**src/hdl/cct_pkg.sv**
```systemverilog
// Shared constants for the cycle counter timebase block.
package cct_pkg;

    // Field widths
    localparam int SAMPLE_W = 32;
    localparam int MHZ_W    = 10;
    localparam int SEC_W    = 45;
    localparam int PART_W   = 10;
    localparam int FIX_W    = 40;

    // Shared divider geometry
    localparam int DIVD_W   = 64;
    localparam int DVSR_W   = 20;
    localparam int CNT_W    = 7;

    localparam logic [MHZ_W-1:0]  MHZ_RESET  = 10'd168;
    localparam logic [DVSR_W-1:0] US_PER_SEC = 20'd1000000;
    localparam logic [DVSR_W-1:0] US_PER_MS  = 20'd1000;

    // Iterations per divider pass
    localparam logic [CNT_W-1:0] ITER_FULL  = 7'd64;
    localparam logic [CNT_W-1:0] ITER_MS    = 7'd20;
    localparam logic [CNT_W-1:0] ITER_DELTA = 7'd40;

    // Divider pass codes
    localparam logic [1:0] PASS_US    = 2'd0;
    localparam logic [1:0] PASS_SEC   = 2'd1;
    localparam logic [1:0] PASS_MS    = 2'd2;
    localparam logic [1:0] PASS_DELTA = 2'd3;

endpackage

```
**src/hdl/cycle_counter_timebase.sv**
```systemverilog
// Cycle counter timebase: wrap tracking and cycle-to-time conversion.
//
// Input channel (in_valid / in_stall): one request per counter sample. kind 0
// asks for the time breakdown of the extended count, kind 1 for the cycle
// delta against reference_count. Every request updates the wrap counter.
// Output channel (out_valid / out_stall): one result per request; fields of
// the other kind read as zero.
// Config channel (cfg_valid / cfg_ready): writes clock_mhz; always ready. The
// user must write it only while the block is idle; the block does not enforce
// that. A rate of 0 is used as 1.
// Timing: one 20-bit-divisor restoring divider resolves one quotient bit per
// cycle. Kind 0 runs three passes (64 + 64 + 20 steps), kind 1 one 40-step
// pass. One request is in work at a time; in_stall is high from accept until
// the result moves to the output register. A finished result waits in the
// holding registers while the output register still holds a stalled result,
// and the block takes the next request once the output register has it.
// Reset clears the wrap count, the last sample and the output valid, and
// sets clock_mhz to 168.
module cycle_counter_timebase (
    input  logic                          clk,
    input  logic                          rst_n,
    // configuration
    input  logic                          cfg_valid,
    output logic                          cfg_ready,
    input  logic [cct_pkg::MHZ_W-1:0]     clock_mhz,
    // request channel
    input  logic                          in_valid,
    output logic                          in_stall,
    input  logic                          kind,
    input  logic [cct_pkg::SAMPLE_W-1:0]  counter_sample,
    input  logic [cct_pkg::SAMPLE_W-1:0]  reference_count,
    // result channel
    output logic                          out_valid,
    input  logic                          out_stall,
    output logic [cct_pkg::SEC_W-1:0]     seconds,
    output logic [cct_pkg::PART_W-1:0]    milliseconds,
    output logic [cct_pkg::PART_W-1:0]    microseconds,
    output logic [cct_pkg::SAMPLE_W-1:0]  total_us,
    output logic [cct_pkg::SAMPLE_W-1:0]  delta_cycles,
    output logic [cct_pkg::FIX_W-1:0]     delta_us_fixed
);
    import cct_pkg::*;

    localparam logic [1:0] ST_IDLE  = 2'd0;
    localparam logic [1:0] ST_DIV   = 2'd1;
    localparam logic [1:0] ST_WRITE = 2'd2;

    // Control state
    logic [1:0]          state_reg, state_next;
    logic [1:0]          pass_reg, pass_next;
    logic [CNT_W-1:0]    count_reg, count_next;
    logic [MHZ_W-1:0]    mhz_reg;
    logic [SAMPLE_W-1:0] prev_reg, prev_next;
    logic [SAMPLE_W-1:0] wrap_reg, wrap_next;
    logic                out_valid_reg, out_valid_next;

    // Divider datapath
    logic [DIVD_W-1:0]   quo_reg, quo_next;
    logic [DVSR_W-1:0]   rem_reg, rem_next;
    logic [DVSR_W-1:0]   dvsr_reg, dvsr_next;

    // Result holding registers
    logic                kind_reg, kind_next;
    logic [SEC_W-1:0]    sec_reg, sec_next;
    logic [PART_W-1:0]   ms_reg, ms_next;
    logic [PART_W-1:0]   us_reg, us_next;
    logic [SAMPLE_W-1:0] tot_reg, tot_next;
    logic [SAMPLE_W-1:0] delta_reg, delta_next;
    logic [FIX_W-1:0]    fix_reg, fix_next;

    // Output registers
    logic [SEC_W-1:0]    o_sec_reg, o_sec_next;
    logic [PART_W-1:0]   o_ms_reg, o_ms_next;
    logic [PART_W-1:0]   o_us_reg, o_us_next;
    logic [SAMPLE_W-1:0] o_tot_reg, o_tot_next;
    logic [SAMPLE_W-1:0] o_delta_reg, o_delta_next;
    logic [FIX_W-1:0]    o_fix_reg, o_fix_next;

    logic                in_fire;
    logic                out_free;
    logic [MHZ_W-1:0]    mhz_eff;
    logic [SAMPLE_W-1:0] wrap_upd;
    logic [SAMPLE_W-1:0] diff_in;
    logic [DVSR_W:0]     trial;
    logic [DVSR_W+1:0]   sub;
    logic                ge;
    logic [DVSR_W-1:0]   rem_step;
    logic [DIVD_W-1:0]   quo_step;

    assign cfg_ready = 1'b1;
    assign in_stall  = (state_reg != ST_IDLE);
    assign in_fire   = in_valid && !in_stall;
    assign out_free  = !out_valid_reg || !out_stall;
    assign mhz_eff   = (mhz_reg == '0) ? MHZ_W'(1) : mhz_reg;

    assign wrap_upd  = (counter_sample < prev_reg) ? wrap_reg + SAMPLE_W'(1) : wrap_reg;
    assign diff_in   = counter_sample - reference_count;

    // One restoring division step
    assign trial    = {rem_reg, quo_reg[DIVD_W-1]};
    assign sub      = {1'b0, trial} - {2'b00, dvsr_reg};
    assign ge       = ~sub[DVSR_W+1];
    assign rem_step = ge ? sub[DVSR_W-1:0] : trial[DVSR_W-1:0];
    assign quo_step = {quo_reg[DIVD_W-2:0], ge};

    // Sequencer
    always_comb
    begin
        state_next     = state_reg;
        pass_next      = pass_reg;
        count_next     = count_reg;
        prev_next      = prev_reg;
        wrap_next      = wrap_reg;
        out_valid_next = out_valid_reg;
        quo_next       = quo_reg;
        rem_next       = rem_reg;
        dvsr_next      = dvsr_reg;
        kind_next      = kind_reg;
        sec_next       = sec_reg;
        ms_next        = ms_reg;
        us_next        = us_reg;
        tot_next       = tot_reg;
        delta_next     = delta_reg;
        fix_next       = fix_reg;
        o_sec_next     = o_sec_reg;
        o_ms_next      = o_ms_reg;
        o_us_next      = o_us_reg;
        o_tot_next     = o_tot_reg;
        o_delta_next   = o_delta_reg;
        o_fix_next     = o_fix_reg;

        if (out_valid_reg && !out_stall)
        begin
            out_valid_next = 1'b0;
        end

        case (state_reg)
            ST_IDLE:
            begin
                if (in_fire)
                begin
                    wrap_next  = wrap_upd;
                    prev_next  = counter_sample;
                    kind_next  = kind;
                    delta_next = diff_in;
                    rem_next   = '0;
                    dvsr_next  = {{(DVSR_W-MHZ_W){1'b0}}, mhz_eff};
                    state_next = ST_DIV;
                    if (!kind)
                    begin
                        quo_next   = {wrap_upd, counter_sample};
                        count_next = ITER_FULL;
                        pass_next  = PASS_US;
                    end
                    else
                    begin
                        // delta << 8, left aligned so the quotient lands low
                        quo_next   = {diff_in, 8'd0, {(DIVD_W-FIX_W){1'b0}}};
                        count_next = ITER_DELTA;
                        pass_next  = PASS_DELTA;
                    end
                end
            end

            ST_DIV:
            begin
                quo_next   = quo_step;
                rem_next   = rem_step;
                count_next = count_reg - CNT_W'(1);
                if (count_reg == CNT_W'(1))
                begin
                    case (pass_reg)
                        PASS_US:
                        begin
                            // total microseconds, then split off seconds
                            tot_next   = quo_step[SAMPLE_W-1:0];
                            quo_next   = quo_step;
                            rem_next   = '0;
                            dvsr_next  = US_PER_SEC;
                            count_next = ITER_FULL;
                            pass_next  = PASS_SEC;
                        end
                        PASS_SEC:
                        begin
                            // sub-second remainder is below 2^20
                            sec_next   = quo_step[SEC_W-1:0];
                            quo_next   = {rem_step, {(DIVD_W-DVSR_W){1'b0}}};
                            rem_next   = '0;
                            dvsr_next  = US_PER_MS;
                            count_next = ITER_MS;
                            pass_next  = PASS_MS;
                        end
                        PASS_MS:
                        begin
                            ms_next    = quo_step[PART_W-1:0];
                            us_next    = rem_step[PART_W-1:0];
                            state_next = ST_WRITE;
                        end
                        default:
                        begin
                            fix_next   = quo_step[FIX_W-1:0];
                            state_next = ST_WRITE;
                        end
                    endcase
                end
            end

            ST_WRITE:
            begin
                if (out_free)
                begin
                    out_valid_next = 1'b1;
                    state_next     = ST_IDLE;
                    if (!kind_reg)
                    begin
                        o_sec_next   = sec_reg;
                        o_ms_next    = ms_reg;
                        o_us_next    = us_reg;
                        o_tot_next   = tot_reg;
                        o_delta_next = '0;
                        o_fix_next   = '0;
                    end
                    else
                    begin
                        o_sec_next   = '0;
                        o_ms_next    = '0;
                        o_us_next    = '0;
                        o_tot_next   = '0;
                        o_delta_next = delta_reg;
                        o_fix_next   = fix_reg;
                    end
                end
            end

            default:
            begin
                state_next = ST_IDLE;
            end
        endcase
    end

    // Control registers
    always_ff @(posedge clk or negedge rst_n)
    begin
        if (!rst_n)
        begin
            state_reg     <= ST_IDLE;
            pass_reg      <= PASS_US;
            count_reg     <= '0;
            mhz_reg       <= MHZ_RESET;
            prev_reg      <= '0;
            wrap_reg      <= '0;
            out_valid_reg <= 1'b0;
        end
        else
        begin
            state_reg     <= state_next;
            pass_reg      <= pass_next;
            count_reg     <= count_next;
            prev_reg      <= prev_next;
            wrap_reg      <= wrap_next;
            out_valid_reg <= out_valid_next;
            if (cfg_valid && cfg_ready)
            begin
                mhz_reg <= clock_mhz;
            end
        end
    end

    // Payload registers
    always_ff @(posedge clk)
    begin
        quo_reg     <= quo_next;
        rem_reg     <= rem_next;
        dvsr_reg    <= dvsr_next;
        kind_reg    <= kind_next;
        sec_reg     <= sec_next;
        ms_reg      <= ms_next;
        us_reg      <= us_next;
        tot_reg     <= tot_next;
        delta_reg   <= delta_next;
        fix_reg     <= fix_next;
        o_sec_reg   <= o_sec_next;
        o_ms_reg    <= o_ms_next;
        o_us_reg    <= o_us_next;
        o_tot_reg   <= o_tot_next;
        o_delta_reg <= o_delta_next;
        o_fix_reg   <= o_fix_next;
    end

    assign out_valid      = out_valid_reg;
    assign seconds        = o_sec_reg;
    assign milliseconds   = o_ms_reg;
    assign microseconds   = o_us_reg;
    assign total_us       = o_tot_reg;
    assign delta_cycles   = o_delta_reg;
    assign delta_us_fixed = o_fix_reg;

`ifndef SYNTHESIS
    // Partial remainder always stays below the divisor
    a_rem_bound: assert property (@(posedge clk) disable iff (!rst_n)
        (state_reg == ST_DIV) |-> (rem_reg < dvsr_reg && dvsr_reg != '0))
        else $error("divider remainder out of range");

    // A pass never runs with an exhausted step count
    a_count_live: assert property (@(posedge clk) disable iff (!rst_n)
        (state_reg == ST_DIV) |-> (count_reg != '0))
        else $error("divider step count is zero");

    // A new result appears only from the write-out state
    a_out_src: assert property (@(posedge clk) disable iff (!rst_n)
        $rose(out_valid_reg) |-> ($past(state_reg) == ST_WRITE))
        else $error("result without write-out");

    // Sub-second parts stay in range
    a_parts: assert property (@(posedge clk) disable iff (!rst_n)
        out_valid_reg |-> (o_ms_reg < PART_W'(1000) && o_us_reg < PART_W'(1000)))
        else $error("millisecond or microsecond part out of range");
`endif

endmodule

```
**config.mk**
```make
export PLATFORM = sky130hd
export DESIGN_NAME = cycle_counter_timebase
export DESIGN_NICKNAME = d
export VERILOG_FILES = /design/src/hdl/cct_pkg.sv /design/src/hdl/cycle_counter_timebase.sv
export SDC_FILE = /design/constraint.sdc
export NUM_CORES = 1
export LEC_CHECK = 0
export BUFFER_PORTS_ARGS = -buffer_cell sky130_fd_sc_hd__buf_2
export CAP_MARGIN = 5
export CORE_ASPECT_RATIO = 0.7
export CORE_MARGIN = 2
export CORE_UTILIZATION = 30
export CTS_BUF_LIST = sky130_fd_sc_hd__clkbuf_4 sky130_fd_sc_hd__clkbuf_8 sky130_fd_sc_hd__clkbuf_16
export DETAILED_ROUTE_END_ITERATION = 7
export HOLD_SLACK_MARGIN = 0.05
export SLEW_MARGIN = 30
export SYNTH_ARGS = -nofsm -noshare
export SYNTH_HDL_FRONTEND = slang
export SYNTH_SLANG_ARGS = --single-unit
```
**constraint.sdc**
```tcl
create_clock -name clk -period 29.2 [get_ports clk]
set_clock_uncertainty 0.15 [all_clocks]
set_input_delay 2.92 -clock clk [delete_from_list [all_inputs] [get_ports clk]]
set_output_delay 2.92 -clock clk [all_outputs]
set_load 0.02 [all_outputs]
```
==> results of run 1 <==
==> path summary, 6_finish.rpt <==
check | start | to | slack, ns
setup / recovery | in_valid | quo_reg[60] | 23.48
hold / removal | quo_reg[40] | sec_reg[41] | 0.32
setup reg to reg | state_reg[0] | quo_reg[60] | 25.37
hold reg to reg | quo_reg[40] | sec_reg[41] | 0.32
max in group asynchronous | rst_n | prev_reg[19] | 25.81
min in group asynchronous | rst_n | mhz_reg[8] | 2.06
==> area by class of cell <==
type                    instances  area share
clock inverters                32      0.0140
flip-flops and latches        520       0.557
well taps                    1000      0.0459
repair buffers                273      0.0545
inverters                     104      0.0144
diodes                          6    0.000551
multi-input cells            1064       0.265
clock buffers                  57      0.0479
==> stage by stage <==
| step | hold WS (ns) | instances | instance area [um2] | utilization | power (mW) |
|---|---|---|---|---|---|
| after floorplan | 0.277 | 1754 | 23100 | - | 1.50 |
| after global placement | 0.300 | 2959 | 25500 | 0.333 | 1.71 |
| after detailed placement | 0.287 | 2961 | 25500 | 0.334 | 1.73 |
| after CTS | 0.316 | 3050 | 27200 | 0.356 | 2.41 |
| after global routing | 0.328 | 3050 | 27200 | 0.356 | 2.52 |
| final | 0.315 | 3056 | 27300 | 0.356 | 2.39 |
==> power groups by stage <==
stage	registers [mW]	clock network (mW)	logic, mW
2_1_floorplan	1.07	0	0.437
3_3_place_gp	1.10	0	0.608
3_5_place_dp	1.10	0	0.624
4_1_cts	1.09	0.692	0.626
5_1_grt	1.10	0.719	0.700
6_report	1.09	0.671	0.626
==> cell families (layout without fill, tap and decap cells) <==
group / after synthesis / in the layout
fa+ha+maj: 82 / 82
other cells: 1 / 7
mux: 17 / 17
buf+inv: 170 / 466
xor+xnor: 105 / 105
flops: 520 / 520
simple gates: 527 / 527
compound gates: 332 / 332
==> routing by layer <==
layer,up-vias,global-route usage
li1,6892,-
met1,7247,0.229
met2,505,0.223
met3,81,0.0346
met4,2,0.0310
met5,-,0
==> worst register-to-register path, cell delays in order, from the launching register on <==
cell and delay (ns):
sky130_fd_sc_hd__dfrtp_1 0.43, sky130_fd_sc_hd__nor2_1 0.09, sky130_fd_sc_hd__nand2_1 0.07, sky130_fd_sc_hd__buf_4 0.29, sky130_fd_sc_hd__inv_2 0.09, sky130_fd_sc_hd__buf_12 0.24
sky130_fd_sc_hd__nor2_1 0.61, sky130_fd_sc_hd__clkinv_2 0.78, sky130_fd_sc_hd__buf_4 0.65
==> cells in the final DEF (no fill, tap or decap), types with 7 or more instances in the layout <==
cell type | Yosys | routed
sky130_fd_sc_hd__edfxtp_1 | 434 | 434
sky130_fd_sc_hd__buf_2 | 10 | 249
sky130_fd_sc_hd__nand2_1 | 113 | 113
sky130_fd_sc_hd__nor2b_1 | 104 | 104
sky130_fd_sc_hd__inv_1 | 102 | 99
sky130_fd_sc_hd__and2_1 | 85 | 85
sky130_fd_sc_hd__nor2_1 | 88 | 84
sky130_fd_sc_hd__dfrtp_1 | 83 | 83
sky130_fd_sc_hd__ha_1 | 80 | 80
sky130_fd_sc_hd__o21ai_0 | 68 | 68
sky130_fd_sc_hd__xnor2_1 | 60 | 60
sky130_fd_sc_hd__a21oi_1 | 60 | 59
sky130_fd_sc_hd__clkbuf_16 | 0 | 49
sky130_fd_sc_hd__xor2_1 | 45 | 45
sky130_fd_sc_hd__nand3_1 | 33 | 33
sky130_fd_sc_hd__o21ai_1 | 33 | 33
sky130_fd_sc_hd__a22o_1 | 31 | 31
sky130_fd_sc_hd__a21o_1 | 20 | 20
sky130_fd_sc_hd__nor3_1 | 21 | 19
sky130_fd_sc_hd__buf_4 | 2 | 19
sky130_fd_sc_hd__nand4_1 | 16 | 16
sky130_fd_sc_hd__a22oi_1 | 16 | 16
sky130_fd_sc_hd__nand2b_1 | 14 | 13
sky130_fd_sc_hd__and3_1 | 13 | 12
sky130_fd_sc_hd__clkinv_1 | 1 | 10
sky130_fd_sc_hd__mux2_2 | 10 | 10
sky130_fd_sc_hd__a211oi_1 | 9 | 9
sky130_fd_sc_hd__a31oi_1 | 9 | 9
sky130_fd_sc_hd__a211o_1 | 8 | 8
sky130_fd_sc_hd__o211ai_1 | 8 | 8
sky130_fd_sc_hd__or3_1 | 8 | 8
sky130_fd_sc_hd__clkinv_2 | 0 | 8
sky130_fd_sc_hd__bufinv_16 | 0 | 7
==> parameters.txt, run 1 <==
Parameter                              Value

Status
  Status ... finished clean

Synthesis
  Post-synthesis sequential element count ... 520
  Summed instance area of the synthesized netlist ... 23100 um2
  Area fraction in compound gates after synthesis ... 0.0976
  Syn nets ... 1916
  Post-synthesis mux area share ... 0.00809
  Most numerous cell types in the synthesized netlist ... sky130_fd_sc_hd__edfxtp_1 (434), sky130_fd_sc_hd__nand2_1 (113), sky130_fd_sc_hd__nor2b_1 (104), sky130_fd_sc_hd__inv_1 (102), sky130_fd_sc_hd__nor2_1 (88)
  Post-synthesis cell type count ... 85
  Avg Inst Size Synth ... 13.1 um2
  Cell taking the most area after synthesis ... sky130_fd_sc_hd__edfxtp_1
  Predominant post-synthesis flop cell ... sky130_fd_sc_hd__edfxtp_1
  EDFF count, synth ... 434
  Simple logic cell fraction of the synthesized area ... 0.121
  Fraction of the yosys area taken by sequential cells ... 0.659
  Post-Synthesis Cells ... 1754
  Post-synthesis share of cell area spent on full adders, half adders and majority gates ... 0.0451
  Library cell with the highest instance count after synthesis ... sky130_fd_sc_hd__edfxtp_1
  Share of synthesized flip-flops with an asynchronous set or reset ... 0.165
  Dominant combinational cell family by area after synthesis ... simple AND/OR/NAND/NOR gates
  Xor/xnor share of the synthesized area ... 0.0399
  Area share of the leading cell type in the synthesized netlist ... 0.565
  Cell types occupying the most area after synthesis ... sky130_fd_sc_hd__edfxtp_1 (57%), sky130_fd_sc_hd__dfrtp_1 (9.0%), sky130_fd_sc_hd__ha_1 (4.3%)
  Ys Warns ... 0

Critical path
  Maximum fanout encountered on the critical timing path ... 107
  Library cell contributing the largest single delay on the critical path ... sky130_fd_sc_hd__clkinv_2
  Crit. path cell count ... 8
  Most repeated library cell on the critical path ... sky130_fd_sc_hd__buf_4
  Critical path data arrival time ... 5.80 ns
  Peak per-stage delay on the critical path ... 0.78 ns
  Critical path buffer and inverter count ... 6
  Critical path type ... in -> reg
  Critical Path, Cell by Cell ... buf_2 > nand2_1 > buf_4 > inv_2 > buf_12 > nor2_1 > clkinv_2 > buf_4
  Startpoint Class ... input port
  CP required ... 29.28 ns
  Number of cell instances on the worst register-to-register path ... 8
  Crit path max-delay family ... buffers and inverters
  Worst setup EP type ... flip-flop

STA
  Setup repair after global routing missed its margin ... no
  Portion of the clock cycle consumed by the worst path in the final layout ... 0.196
  Final worst-path setup slack ... 23.48 ns
  Fin. Hold Viols ... 0
  Count of final setup violators ... 0
  Transition at the pin with the smallest max-transition slack ... 0.937 ns
  Number of pins with negative max-slew slack in the final report ... 0
  Shortest period the worst path allows ... 5.72 ns
  Normalized max-slew margin ... 0.376
  Final TNS setup ... 0 ns
  Highest Clock Rate ... 175 MHz

Layout
  Area growth, synth to finish ... 18.2%
  Multi-input gate area in the final layout ... 7230 um2
  Sequential cell area in the final layout ... 15200 um2
  NumNets Final ... 2173
  Max reg flops ... 64
  Fillcell total ... 7422
  Share of final-layout standard cells stronger than drive strength 1 ... 0.200

Die
  Die area ... 79100 um2
  Core region area ... 76500 um2
  Number of rows created at floorplan ... 85
  Floorplan die height ... 236 um
  Number of primary I/O pins ... 252
  Initial core utilization ... 0.302
  DIE WIDTH ... 335 um

Power
  Proportion of power drawn by flip-flops and latches ... 0.457
  Max rail drop VDD ... 0.0515 mV
  Combinational cell fraction of total power ... 0.262
  Leakage power of the design ... 10.5 nW
  Proportion of total power due to net switching ... 0.324
  Sw Pwr ... 0.772 mW
  Internal power of the cells ... 1.61 mW
  Part of the total power dissipated in the clock network ... 0.281
  Pwr per Cell Area ... 87.6 nW/um2

Detailed routing
  Aggregate routed wire length ... 61000 um
  Met3 Wirelength ... 4390 um
  Violation count after the first detailed-route iteration ... 1180
  Met2 routed WL ... 25600 um
  Met1 Routed Length ... 29900 um
  Post-route DRC ... 0
  1st-pass router iterations ... 5
  WL per Instance ... 20.0 um
  Via-per-instance ratio ... 4.82
  Highest metal layer used by the detailed router ... met5
  Vias after detailed routing ... 14700
  DRT antenna net count ... 0

Clock network
  Clock latency on the worst-skew pair ... 0.61 ns
  TritonCTS clock tree ... yes
  Reg clk slew, reported paths ... 0.07 ns
  Count of instances resized after the clock tree is built ... 0
  Clock Sink Count ... 520
  Number of clock buffers inserted by TritonCTS ... 48
  Buffer levels on the longest clock path ... 3
  Number of buffers added to fix hold violations after cts ... 0
  CTS HTree Levels ... 2
  Clock Root Buffer ... sky130_fd_sc_hd__clkbuf_16
  # Post-CTS Setup Buffers ... 0

GRT
  Overflow left after global routing ... 0
  Wire length of the first global-routing pass ... 91300 um
  Initial antenna violation count ... 7
  Pin count of the biggest net entering global routing ... 108
  GRT Total Usage ... 0.152
  Via count of the first global-routing pass ... 14300

Placement
  Estimated wirelength of the detail-placed design ... 43900 um
  IO buf count ... 250
  Routability congestion estimate ... 0.826
  Worst slack at placement ... 22.90 ns

Hold path
  Path type of the worst min-delay path ... reg -> reg
  Worst Hold Path Cells ... 0

Job
  Reported max-cap violation count ... 0
Note: power is estimated with default switching activity, not from simulation.
==> inputs of run 2 (changes only) <==
- clock period: 29.2 -> 5.5 ns (I/O delays scaled with it)
==> parameters.txt, run 2 (synthesis results as in run 1) <==
Parameter                              Value

Layout
  NumNets Final ... 2210 (+1.7%)
  Share of final-layout standard cells stronger than drive strength 1 ... 0.198 (-0.00190)
  Multi-input gate area in the final layout ... 7240 um2 (about the same)
  Sequential cell area in the final layout ... 15200 um2 (unchanged)
  Max reg flops ... 64 (unchanged)
  Fillcell total ... 7403 (-0.26%)
  Area growth, synth to finish ... 20.2%
  Most frequent cells in the layout ... sky130_fd_sc_hd__edfxtp_1 (434), sky130_fd_sc_hd__buf_2 (249), sky130_fd_sc_hd__nand2_1 (113)
  Post-layout instance area ... 27700 um2 (+1.7%)
  Most frequent standard cell in the layout excluding fill and tap cells ... sky130_fd_sc_hd__edfxtp_1
  Final cell count without fillers ... 3094 (+1.2%)

Critical path
  Critical Path Sink ... quo_reg[46]
  Beginning of the worst register-to-register path ... prev_reg[29]
  Endpoint of the worst-slack reg-to-reg timing path ... quo_reg[46]
  Worst Setup SP ... counter_sample[29]
  CP required ... 5.67 ns (-23.61 ns)
  Critical path data arrival time ... 4.48 ns (-1.32 ns)
  Critical path type ... in -> reg
  Worst setup EP type ... flip-flop
  Maximum fanout encountered on the critical timing path ... 14 (-87%)
  Startpoint Class ... input port
  R2R setup slack ... 1.47 ns (-23.90 ns)
  Number of cell instances on the worst register-to-register path ... 12 (+4)

Clock network
  Reg clk slew, reported paths ... 0.06 ns (about the same)
  Number of clock buffers inserted by TritonCTS ... 51 (+6.3%)
  Buffer levels on the longest clock path ... 3 (unchanged)
  Clock Root Buffer ... sky130_fd_sc_hd__clkbuf_16
  # Post-CTS Setup Buffers ... 0 (unchanged)
  Clock Sink Count ... 520 (unchanged)
  Clock latency on the worst-skew pair ... 0.64 ns (+0.03 ns)
  TritonCTS clock tree ... yes
  CTS HTree Levels ... 2 (unchanged)

Power
  Internal power of the cells ... 8.73 mW (+440%)
  Proportion of total power due to net switching ... 0.323 (-0.000958)
  Total power draw ... 12.9 mW (+440%)
  Max rail drop VDD ... 0.272 mV (+430%)
  Pwr per Cell Area ... 465 nW/um2 (+430%)
  Part of the total power dissipated in the clock network ... 0.294 (+0.013)
  Sw Pwr ... 4.16 mW (+440%)
  Leakage power of the design ... 10.7 nW (+2.0%)
  Combinational cell fraction of total power ... 0.259 (-0.003)
  Proportion of power drawn by flip-flops and latches ... 0.447 (-0.010)

Hold path
  Path type of the worst min-delay path ... in -> reg

STA
  Setup repair after global routing missed its margin ... no
  Portion of the clock cycle consumed by the worst path in the final layout ... 0.784
  Normalized max-slew margin ... 0.388 (+0.0125)
  Count of final setup violators ... 0 (unchanged)
  Number of pins with negative max-slew slack in the final report ... 0 (unchanged)
  Shortest period the worst path allows ... 4.31 ns
  Transition at the pin with the smallest max-transition slack ... 0.910 ns (-0.0266 ns)
  Highest Clock Rate ... 232 MHz
  Tightest hold margin ... 0.0879 ns (-0.227 ns)
  Final TNS setup ... 0 ns (unchanged)
  Fin. Hold Viols ... 0 (unchanged)

GRT
  Via count of the first global-routing pass ... 14500 (+1.1%)
  Overflow left after global routing ... 0 (unchanged)
  Pin count of the biggest net entering global routing ... 97 (-10%)
  Wire length of the first global-routing pass ... 91200 um (-0.14%)
  GRT Total Usage ... 0.151 (-0.00152)
  Initial antenna violation count ... 7 (unchanged)

Detailed routing
  DRT antenna net count ... 0 (unchanged)
  WL per Instance ... 19.6 um (-1.9%)
  Violation count after the first detailed-route iteration ... 1208 (+2.4%)
  1st-pass router iterations ... 5 (unchanged)
  Via-per-instance ratio ... 4.80 (-0.30%)
  Aggregate routed wire length ... 60500 um (-0.73%)
  Vias after detailed routing ... 14900 (+0.94%)
  Post-route DRC ... 0 (unchanged)

Die
  Number of primary I/O pins ... 252 (unchanged)
  Floorplan die height ... 236 um (unchanged)
  Initial core utilization ... 0.302 (unchanged)
  Number of rows created at floorplan ... 85 (unchanged)
  DIE WIDTH ... 335 um (unchanged)
  Core region area ... 76500 um2 (unchanged)
  Die area ... 79100 um2 (unchanged)

Placement
  Routability congestion estimate ... 0.838 (+1.3%)
  Number of cells in the design after placement ... 2958 (-0.10%)
  Estimated wirelength of the detail-placed design ... 43500 um (-0.94%)
  Total cell area at the placement stage ... 25500 um2 (-0.17%)
  IO buf count ... 250 (unchanged)

Job
  Reported max-cap violation count ... 0 (unchanged)

Status
  Status ... finished clean
run 2: power by group through the flow:
stage / clock [mW] / sequential [mW] / combinational (mW)
floorplan: 0 / 5.66 / 2.32
global placement: 0 / 5.81 / 3.23
detailed placement: 0 / 5.83 / 3.30
CTS: 3.88 / 5.76 / 3.34
global route: 4.04 / 5.83 / 3.73
finish: 3.78 / 5.77 / 3.34
run 2: layout make-up:
class	instances	area share
diodes	4	0.000361
clock inverters	33	0.0167
well taps	1000	0.0452
multi-input cells	1064	0.261
clock buffers	62	0.0490
flip-flops and latches	520	0.548
repair buffers	307	0.0652
inverters	104	0.0141
run 2: layer usage:
layer / GRT usage / wire [um] / up-vias
met4: 0.0337 / 1020 / 2
met2: 0.219 / 25800 / 497
met1: 0.228 / 29400 / 7337
met5: 0 / 13 / -
li1: - / - / 6956
met3: 0.0325 / 4230 / 73
run 2: critical path: stages:
cell,delay (ns)
sky130_fd_sc_hd__dlygate4sd3_1,0.55
sky130_fd_sc_hd__buf_2,0.16
sky130_fd_sc_hd__ha_1,0.31
sky130_fd_sc_hd__nand4_1,0.28
sky130_fd_sc_hd__nor4_1,0.80
sky130_fd_sc_hd__nand2_1,0.15
sky130_fd_sc_hd__o41ai_2,0.38
sky130_fd_sc_hd__or2_1,0.39
sky130_fd_sc_hd__buf_4,0.31
sky130_fd_sc_hd__nor3_2,0.12
sky130_fd_sc_hd__nand2_1,0.12
sky130_fd_sc_hd__xor2_1,0.19
sky130_fd_sc_hd__o221ai_1,0.14
run 2: worst min-delay path by stage:
stage	slack [ns]	cells after the start	startpoint	end
CTS	0.05	3	counter_sample[21]	prev_reg[21]
detailed placement	0.29	0	quo_reg[42]	sec_reg[43]
global placement	0.30	0	quo_reg[42]	sec_reg[43]
floorplan	0.10	0	rst_n	count_reg[0]
finish	0.09	3	counter_sample[21]	prev_reg[21]
global route	0.07	3	counter_sample[21]	prev_reg[21]
run 2: metrics by stage:
step | setup WS (ns) | util
6_report | 1.19 | 0.362
5_1_grt | 1.15 | 0.362
4_1_cts | 1.39 | 0.362
3_5_place_dp | 1.35 | 0.333
3_3_place_gp | 1.14 | 0.333
2_1_floorplan | 1.37 | -
run 2: repair_timing:
item | in CTS | in global routing
hold buffers | 37 | 0
hold endpoints to repair | 79 | 0
resized for setup | 0 | 0
==> inputs of run 3 (changes only) <==
- clock period: 5.5 -> 3.6 ns (I/O delays scaled with it)
==> parameters.txt, run 3 (synthesis results as in run 1) <==
Parameter                              Value

STA
  Fin. Hold Viols ... 0 (unchanged)
  Count of final setup violators ... 0 (unchanged)
  Shortest period the worst path allows ... 3.47 ns
  Portion of the clock cycle consumed by the worst path in the final layout ... 0.964
  Number of pins with negative max-slew slack in the final report ... 0 (unchanged)
  Transition at the pin with the smallest max-transition slack ... 0.810 ns (-0.100 ns)
  Setup repair after global routing missed its margin ... no
  Highest Clock Rate ... 288 MHz
  Final worst-path setup slack ... 0.131 ns (-1.05 ns)
  Normalized max-slew margin ... 0.455 (+0.0670)

Power
  Leakage power of the design ... 11.1 nW (+3.8%)
  Proportion of power drawn by flip-flops and latches ... 0.445 (-0.002)
  Sw Pwr ... 6.40 mW (+54%)
  Pwr per Cell Area ... 697 nW/um2 (+50%)
  Combinational cell fraction of total power ... 0.278 (+0.019)
  Part of the total power dissipated in the clock network ... 0.277 (-0.017)
  Internal power of the cells ... 13.4 mW (+54%)
  Proportion of total power due to net switching ... 0.323 (about the same)
  Max rail drop VDD ... 0.480 mV (+76%)

Placement
  Routability congestion estimate ... 0.859 (+2.6%)
  Worst slack at placement ... -0.234 ns (-1.58 ns)
  Estimated wirelength of the detail-placed design ... 44700 um (+2.9%)
  IO buf count ... 250 (unchanged)
  Number of cells in the design after placement ... 3026 (+2.3%)

Layout
  Share of final-layout standard cells stronger than drive strength 1 ... 0.223 (+0.0252)
  Final core occ ... 0.372 (+0.00954)
  Most frequent standard cell in the layout excluding fill and tap cells ... sky130_fd_sc_hd__edfxtp_1
  NumNets Final ... 2298 (+4.0%)
  Final cell count without fillers ... 3185 (+2.9%)
  Area growth, synth to finish ... 23.3%
  Max reg flops ... 64 (unchanged)
  Fillcell total ... 7361 (-0.57%)
  Most frequent cells in the layout ... sky130_fd_sc_hd__edfxtp_1 (434), sky130_fd_sc_hd__buf_2 (249), sky130_fd_sc_hd__nand2_1 (113)

Job
  Reported max-cap violation count ... 0 (unchanged)

Die
  Number of rows created at floorplan ... 85 (unchanged)
  Floorplan die height ... 236 um (unchanged)
  Die area ... 79100 um2 (unchanged)
  Initial core utilization ... 0.302 (unchanged)
  DIE WIDTH ... 335 um (unchanged)
  Core region area ... 76500 um2 (unchanged)
  Number of primary I/O pins ... 252 (unchanged)

GRT
  Pin count of the biggest net entering global routing ... 107 (+10%)
  Wire length of the first global-routing pass ... 93100 um (+2.1%)
  GRT Total Usage ... 0.154 (+0.00335)
  Overflow left after global routing ... 0 (unchanged)
  Initial antenna violation count ... 13 (+6)
  Via count of the first global-routing pass ... 15000 (+3.3%)

Critical path
  R2R setup slack ... 0.13 ns (-1.34 ns)
  Crit path max-delay family ... compound AO/OA/AOI/OAI gates
  Startpoint Class ... flip-flop
  Critical path type ... reg -> reg
  Critical path data arrival time ... 3.69 ns (-0.79 ns)
  Critical path buffer and inverter count ... 1 (-2)
  Peak per-stage delay on the critical path ... 0.45 ns (-0.35 ns)
  Beginning of the worst register-to-register path ... quo_reg[63]
  Worst Setup SP ... quo_reg[63]
  Endpoint of the worst-slack reg-to-reg timing path ... quo_reg[62]
  Worst setup EP type ... flip-flop
  Critical Path, Cell by Cell ... inv_1 > ha_1 > fa_1 > nand4b_1 > o211ai_1 > o2111ai_1 > a31oi_1 > a211oi_2 > o21ai_0 > xor2_1 > a221o_1
  Number of cell instances on the worst register-to-register path ... 11 (-1)
  Library cell contributing the largest single delay on the critical path ... sky130_fd_sc_hd__fa_1
  CP required ... 3.82 ns (-1.85 ns)
  Maximum fanout encountered on the critical timing path ... 3 (-11)

Detailed routing
  Violation count after the first detailed-route iteration ... 1247 (+3.2%)
  Aggregate routed wire length ... 61900 um (+2.3%)
  Vias after detailed routing ... 15100 (+1.6%)
  Post-route DRC ... 0 (unchanged)
  1st-pass router iterations ... 5 (unchanged)
  WL per Instance ... 19.4 um (-0.63%)
  Via-per-instance ratio ... 4.74 (-1.3%)
  DRT antenna net count ... 0 (unchanged)

Clock network
  Clock Sink Count ... 520 (unchanged)
  Clock latency on the worst-skew pair ... 0.63 ns (about the same)
  TritonCTS clock tree ... yes
  Clock Root Buffer ... sky130_fd_sc_hd__clkbuf_16
  Reg clk slew, reported paths ... 0.07 ns (about the same)
  Buffer levels on the longest clock path ... 3 (unchanged)
  CTS HTree Levels ... 2 (unchanged)
  Number of clock buffers inserted by TritonCTS ... 50 (-2.0%)

Hold path
  Path type of the worst min-delay path ... in -> reg
  Worst Hold Path Cells ... 3 (unchanged)
  Hold Crit Start ... reference_count[0]
  Hold Path Sink ... delta_reg[0]

Status
  Status ... finished clean
-- run 3: cell count changes in the layout (fill, tap and decap cells not counted), moves of 2 or more --
cell | previous run | this run
sky130_fd_sc_hd__buf_12 | 2 | 7
sky130_fd_sc_hd__buf_4 | 17 | 83
sky130_fd_sc_hd__buf_6 | 2 | 0
sky130_fd_sc_hd__bufinv_16 | 9 | 6
sky130_fd_sc_hd__clkbuf_4 | 11 | 9
sky130_fd_sc_hd__clkinv_2 | 7 | 13
sky130_fd_sc_hd__diode_2 | 4 | 8
sky130_fd_sc_hd__dlygate4sd3_1 | 37 | 57
-- run 3: worst max-delay path by stage --
| stage | slack, ns | depth (start not counted) | endpoint |
|---|---|---|---|
| 3_3_place_gp | -0.26 | 13 | quo_reg[47] |
| 3_5_place_dp | -0.23 | 13 | quo_reg[46] |
| 2_1_floorplan | -0.31 | 2 | delta_cycles[0] |
| 6_report | 0.13 | 11 | quo_reg[62] |
| 5_1_grt | 0.003 | 11 | quo_reg[62] |
| 4_1_cts | 0.004 | 14 | quo_reg[46] |
-- run 3: worst min-delay path: stages --
cell	delay, ns
sky130_fd_sc_hd__buf_2	0.12
sky130_fd_sc_hd__ha_1	0.19
sky130_fd_sc_hd__inv_1	0.05
-- run 3: cell type report --
type,count,area [um2],area share
tap,1000,1250,0.0440
antenna,8,20.0,0.000704
clock buffer,60,1330,0.0469
clock inverter,33,383,0.0135
multi-input combinational,1064,7290,0.256
inverter,104,392,0.0138
sequential,520,15200,0.534
timing repair buffer,396,2580,0.0907
-- run 3: power by group through the flow --
| stage | logic (mW) | clock network [mW] | registers [mW] |
|---|---|---|---|
| after global placement | 5.33 | 0 | 8.89 |
| after global routing | 6.10 | 5.90 | 8.94 |
| after CTS | 5.51 | 5.66 | 8.82 |
| final | 5.52 | 5.50 | 8.82 |
| after detailed placement | 5.42 | 0 | 8.93 |
| after floorplan | 3.55 | 0 | 8.64 |
-- run 3: timing repair --
action,4_1_cts,5_1_grt
buffers inserted,0,1
gates resized for setup,2,7
hold buffers,57,0
endpoints found under the setup margin,11,19
endpoints found under the hold margin,116,0
pin swaps,0,1
-- run 3: through the flow --
step | power, mW | hold slack (ns) | setup TNS [ns] | area, um2
floorplan | 12.2 | -0.0856 | -52.58 | 23100
global placement | 14.2 | 0.278 | -3.57 | 26100
detailed placement | 14.3 | 0.288 | -2.51 | 26100
CTS | 20.0 | 0.0824 | 0 | 28400
global route | 20.9 | 0.0891 | 0 | 28400
finish | 19.8 | 0.113 | 0 | 28400
-- run 3: routing by layer --
| metal | GRT usage | up-vias | part of all wire |
|---|---|---|---|
| met4 | 0.0332 | 8 | 0.015 |
| met5 | 0 | - | 0.00078 |
| met3 | 0.0456 | 65 | 0.089 |
| met2 | 0.227 | 493 | 0.43 |
| met1 | 0.223 | 7377 | 0.47 |
| li1 | - | 7155 | - |
